==> src/hdl/ccr_pkg.sv <==
package ccr_pkg;

  localparam int MAX_POINTS_DEF = 64;
  localparam int KNOT_W         = 24;
  localparam int SC_W           = 10;
  localparam logic [SC_W-1:0] SC_RESET = 10'd100;

  // Item kinds carried on the input tuser.
  localparam logic [1:0] MODE_APPEND = 2'd0;
  localparam logic [1:0] MODE_CLEAR  = 2'd1;
  localparam logic [1:0] MODE_SAMPLE = 2'd2;

  // Operations of the shared arithmetic unit.
  localparam logic [1:0] OP_MUL  = 2'd0;
  localparam logic [1:0] OP_DIV  = 2'd1;
  localparam logic [1:0] OP_SQRT = 2'd2;

  typedef struct packed {
    logic       start;
    logic [1:0] op;
  } arith_cmd_t;

endpackage

==> src/hdl/ccr_arith.sv <==
module ccr_arith (
  input  logic               clk,
  input  logic               rst_n,
  input  ccr_pkg::arith_cmd_t cmd,
  input  logic [47:0]        opa,
  input  logic [23:0]        opb,
  output logic               done,
  output logic [71:0]        res
);
  import ccr_pkg::*;

  // One step per cycle: shift-add multiply (opa signed times opb unsigned),
  // restoring divide (opa / opb), and digit-by-digit square root of opa.
  localparam logic [5:0] MUL_LAST  = 6'd23;
  localparam logic [5:0] DIV_LAST  = 6'd47;
  localparam logic [5:0] SQRT_LAST = 6'd23;

  logic        busy_r, done_r;
  logic [1:0]  op_r;
  logic [5:0]  cnt_r;
  logic [71:0] acc_r, sh_r;
  logic [23:0] b_r;
  logic [26:0] rem_r;

  logic [24:0] div_tr;
  logic        div_ge;
  logic [26:0] sq_rem, sq_trial;
  logic        sq_ge;

  assign div_tr   = {rem_r[23:0], sh_r[47]};
  assign div_ge   = div_tr >= {1'b0, b_r};
  assign sq_rem   = {rem_r[24:0], sh_r[47:46]};
  assign sq_trial = {1'b0, acc_r[23:0], 2'b01};
  assign sq_ge    = sq_rem >= sq_trial;

  always_ff @(posedge clk) begin
    if (!rst_n) begin
      busy_r <= 1'b0;
      done_r <= 1'b0;
    end else begin
      done_r <= 1'b0;
      if (cmd.start) begin
        busy_r <= 1'b1;
      end else if (busy_r && cnt_r == 6'd0) begin
        busy_r <= 1'b0;
        done_r <= 1'b1;
      end
    end
  end

  always_ff @(posedge clk) begin
    if (cmd.start) begin
      op_r  <= cmd.op;
      acc_r <= '0;
      b_r   <= opb;
      rem_r <= '0;
      if (cmd.op == OP_MUL) begin
        sh_r <= {{24{opa[47]}}, opa};
      end else begin
        sh_r <= {24'd0, opa};
      end
      unique case (cmd.op)
        OP_MUL:  cnt_r <= MUL_LAST;
        OP_DIV:  cnt_r <= DIV_LAST;
        OP_SQRT: cnt_r <= SQRT_LAST;
        default: cnt_r <= 6'd0;
      endcase
    end else if (busy_r) begin
      cnt_r <= cnt_r - 6'd1;
      unique case (op_r)
        OP_MUL: begin
          if (b_r[0]) begin
            acc_r <= acc_r + sh_r;
          end
          sh_r <= {sh_r[70:0], 1'b0};
          b_r  <= {1'b0, b_r[23:1]};
        end
        OP_DIV: begin
          rem_r <= {2'd0, div_ge ? (div_tr - {1'b0, b_r}) : div_tr};
          sh_r  <= {24'd0, sh_r[46:0], div_ge};
        end
        OP_SQRT: begin
          rem_r <= sq_ge ? (sq_rem - sq_trial) : sq_rem;
          acc_r <= {48'd0, acc_r[22:0], sq_ge};
          sh_r  <= {sh_r[69:0], 2'b00};
        end
        default: ;
      endcase
    end
  end

  assign done = done_r;
  assign res  = (op_r == OP_DIV) ? sh_r : acc_r;

endmodule

==> config.mk <==
export PLATFORM = sky130hd
export DESIGN_NAME = ccr_arith
export DESIGN_NICKNAME = d
export VERILOG_FILES = /design/src/hdl/ccr_pkg.sv /design/src/hdl/ccr_arith.sv
export SDC_FILE = /design/constraint.sdc
export NUM_CORES = 1
export LEC_CHECK = 0
export ABC_AREA = 1
export BUFFER_PORTS_ARGS = -buffer_cell sky130_fd_sc_hd__buf_2
export CORE_MARGIN = 8
export CORE_UTILIZATION = 63
export CTS_CLUSTER_SIZE = 12
export DETAILED_ROUTE_END_ITERATION = 8
export GPL_TIMING_DRIVEN = 0
export PLACE_DENSITY = 0.8
export SLEW_MARGIN = 0
export SYNTH_ARGS = -nofsm -noshare
export SYNTH_HDL_FRONTEND = slang
export SYNTH_SLANG_ARGS = --single-unit
==> constraint.sdc <==
create_clock -name clk -period 7.48 [get_ports clk]
set_clock_uncertainty 0.05 [all_clocks]
set_input_delay 1.122 -clock clk [delete_from_list [all_inputs] [get_ports clk]]
set_output_delay 1.122 -clock clk [all_outputs]
set_load 0.02 [all_outputs]
==> impl_metrics.env <==
export IMPL_finalNonFillerCells=3879
export IMPL_comb_power_share=0.419
export IMPL_syn_avg_cell_area_sq_um=5.97
export IMPL_wl_per_cell_microns=18.6
export IMPL_synth_simple_area_share=0.358
export IMPL_cts_path_max_buffers=3
export IMPL_r2r_end="sh_r[10]$_DFFE_PP_"
export IMPL_tightest_slew_ns=1.18
export IMPL_pwrdens_nw_per_um2=209
export IMPL_finalHoldViolations=0
export IMPL_groute_layer_met1_usage=0.482
export IMPL_via_per_inst=5.86
export IMPL_worstHoldStart="acc_r[29]$_SDFFE_PP0P_"
export IMPL_synth_yosys_seq_area_share=0.260
export IMPL_dp_final_hpwl_mm=58.1
export IMPL_worstPathRequired_ns=6.31
export IMPL_synth_seq_cells=203
export IMPL_timing_max_slew_rel_slack=0.212
export IMPL_num_rows=64
export IMPL_fill_cell_count=2646
export IMPL_synth_cell_types=50
export IMPL_grtUsageMet2=0.588
export IMPL_cts_root_buffer_cell="clkbuf_16"
export IMPL_synth_main_ff_cell="edfxtp_1"
export IMPL_mappedNetlistNets=3488
export IMPL_first_pass_grt_wire_length_mm=110
export IMPL_ctsResizeCount=0
export IMPL_num_ports=150
export IMPL_run_status="finished clean"
export IMPL_cellInternalPower_w=0.00261
export IMPL_drv_slew=0
export IMPL_dieHeight_microns=192
export IMPL_worstSetupStartpointType="register"
export IMPL_worstReg2RegStart="op_r[1]$_DFFE_PP_"
export IMPL_power_switching_w=0.00193
export IMPL_io_buffer_count=149
export IMPL_gr_peak_layer="met2"
export IMPL_drc=0
export IMPL_grt_overflow=0
export IMPL_tritoncts_num_buffers=25
export IMPL_clk_transition_reported_paths_ns=0.06
export IMPL_track_usage=0.376
export IMPL_grt_max_degree=31
export IMPL_postPlaceCellArea_sq_um=20900
export IMPL_cts_setup_buffers=0
export IMPL_dieArea_sq_um=37000
export IMPL_min_period_ns=4.83
export IMPL_drt_pass1_iterations=6
export IMPL_power_share_switching=0.425
export IMPL_finalWirelength_mm=72.3
export IMPL_rrSetupSlack_ns=3.72
export IMPL_synth_area_sq_um=19600
export IMPL_num_nets_final=3667
export IMPL_synth_compound_area_frac=0.160
export IMPL_layout_cell_area_non_filler_sq_um=21700
export IMPL_layout_area_overhead_vs_synth_pct=10.8
export IMPL_grt_util_met3=0.0728
export IMPL_finalSetupViolCount=0
export IMPL_arrival_time_at_the_worst_endpoint_ns=3.66
export IMPL_critical_path_endpoint_type="primary output"
export IMPL_power_leakage_nw=10.9
export IMPL_whs_path_depth=2
export IMPL_placeableCoreArea_sq_um=30600
export IMPL_effective_utilization_at_floorplan=0.641
export IMPL_synth_area_leader_cell="nand2_1"
export IMPL_synth_area_leaders="nand2_1 21%, edfxtp_1 16%, dfxtp_1 10%, inv_1 9.5%, a21oi_1 8.5%"
export IMPL_number_of_global_route_vias_before_repair=21100
export IMPL_synth_top_area_frac=0.215
export IMPL_rsz0062_at_grt="false"
export IMPL_globalplace_congestion=1.12
export IMPL_cap_viol_max_count=0
export IMPL_cts_htree_levels=1
export IMPL_share_seq_of_total_power=0.311
export IMPL_power_w=0.00454
export IMPL_period_share=0.646
export IMPL_type_of_the_worst_setup_path="register to primary output"
export IMPL_detailroute_via_count=22700
export IMPL_drt_antenna_violating_nets=0
export IMPL_synth_edff_count=104
export IMPL_holdBufCountCts=0
export IMPL_synth_warning_count=0
export IMPL_worst_hold_path_type="register to register"
export IMPL_asyncSetResetFlopFracSynth=0
export IMPL_number_of_cells_traversed_by_the_worst_register_to_register_path=8
export IMPL_clock_sink_count=203
export IMPL_combinational_family_with_the_most_area_after_synthesis="simple AND/OR/NAND/NOR gates"
export IMPL_power_clock_fraction=0.270
export IMPL_netlist_instances=3284
export IMPL_synthAdderAreaFrac=0.0818
export IMPL_clk_insertion_delay_late_ns=0.58
export IMPL_drt_iter0_markers=2436
export IMPL_fmax_mhz=207
export IMPL_max_vdd_ir_drop_v=0.000201
export IMPL_numPlacedInstances=3832
export IMPL_antenna_found_initial=1
export IMPL_cts_tree="built"
export IMPL_timing_critical_path_fanout_max=10
export IMPL_final_layout_size_suffix_gt1_frac=0.0775
export IMPL_totalNegativeSetupSlack_ns=0
export IMPL_xor_and_xnor_fraction_of_the_mapped_netlist_area=0.0214
export IMPL_muxShareOfSynthArea=0
export IMPL_fp_dieW_microns=192
export IMPL_hold_path_end="acc_r[29]$_SDFFE_PP0P_"
cells by family after synthesis:
group,Yosys count
AO/OA/AOI/OAI,593
AND/OR/NAND/NOR,1713
buffers and inverters,600
flip-flops,203
adder cells (fa/ha/maj),127
XOR/XNOR,48
critical path: stages (launching register included):
cell and delay (ns):
edfxtp_1 0.40, ha_1 0.21, clkbuf_1 0.38, inv_1 0.23, clkbuf_1 0.78, clkbuf_1 0.45, nand2_1 0.12, o21ai_0 0.24
buf_2 0.27
metrics by stage:
step                      utilization  hold WS [ns]  worst slack [ns]
after floorplan                     -         0.413              1.16
after global placement          0.682         0.420             -1.72
after detailed placement        0.684         0.426              3.24
after CTS                       0.710         0.436              2.83
after global routing            0.710         0.456              2.66
final                           0.710         0.438              2.65
placed cells by master (no fill, tap or decap), types with 6 or more instances in the layout:
master,count
edfxtp_1,104
buf_1,6
inv_1,497
buf_2,157
clkbuf_1,79
nor2_1,288
nor2_2,13
dfxtp_1,99
o21ai_1,13
o22ai_1,25
nand3b_1,9
a21oi_1,333
o21ai_0,172
o211ai_1,14
o21bai_1,20
nand2_1,1122
clkbuf_16,25
xor2_1,22
xnor2_1,26
nand3_1,185
nand4_1,26
ha_1,125
nand2_2,11
or2_2,12
nor3_1,21
buf_6,7
worst max path at each step:
stage,from,endpoint,depth (start not counted)
floorplan,cmd[2],sh_r[0]$_DFFE_PP_,5
global placement,cmd[2],sh_r[8]$_DFFE_PP_,6
detailed placement,cmd[2],sh_r[8]$_DFFE_PP_,7
CTS,op_r[1]$_DFFE_PP_,res[51],9
global route,op_r[1]$_DFFE_PP_,res[50],9
finish,op_r[0]$_DFFE_PP_,res[51],8
layer usage:
metal / up-vias / wire length, microns
li1: 10900 / -
met1: 10200 / 28400
met2: 1432 / 30600
met3: 277 / 8750
met4: 0 / 4570
met5: - / 0
synthesized netlist by cell type, types with 14 or more instances:
cell type     n
nor3_1       21
o211ai_1     14
clkbuf_1     73
nand4_1      26
xnor2_1      26
a21oi_1     333
o21bai_1     20
dfxtp_1      99
nand2_1    1122
nand3_1     185
o21ai_0     173
ha_1        125
nor2_1      288
inv_1       497
o22ai_1      25
edfxtp_1    104
xor2_1       22
state kept, by name, indices dropped and copies added, names as in the netlist:
| name | count |
|---|---|
| busy_r | 1 |
| b_r | 24 |
| cnt_r | 6 |
| op_r | 2 |
| rem_r | 25 |
| acc_r | 72 |
| done | 1 |
| sh_r | 72 |
layout make-up:
| type | count | area (sq um) | area share |
|---|---|---|---|
| Timing Repair Buffer | 152 | 801 | 0.0368 |
| Buffer | 96 | 430 | 0.0198 |
| Multi-Input combinational cell | 2481 | 12200 | 0.562 |
| Inverter | 504 | 1890 | 0.0872 |
| Clock inverter | 14 | 138 | 0.00633 |
| Sequential cell | 203 | 5100 | 0.235 |
| Antenna cell | 1 | 2.50 | 0.000115 |
| Clock buffer | 32 | 662 | 0.0305 |
| Tap cell | 396 | 495 | 0.0228 |
power by group through the flow:
stage,sequential [W],combinational [W],clock (W)
floorplan,0.00139,0.00134,0
global placement,0.00143,0.00179,0
detailed placement,0.00142,0.00183,0
CTS,0.00140,0.00185,0.00121
global route,0.00142,0.00208,0.00126
finish,0.00141,0.00190,0.00123
No activity file was read; power rests on OpenSTA's default activity.
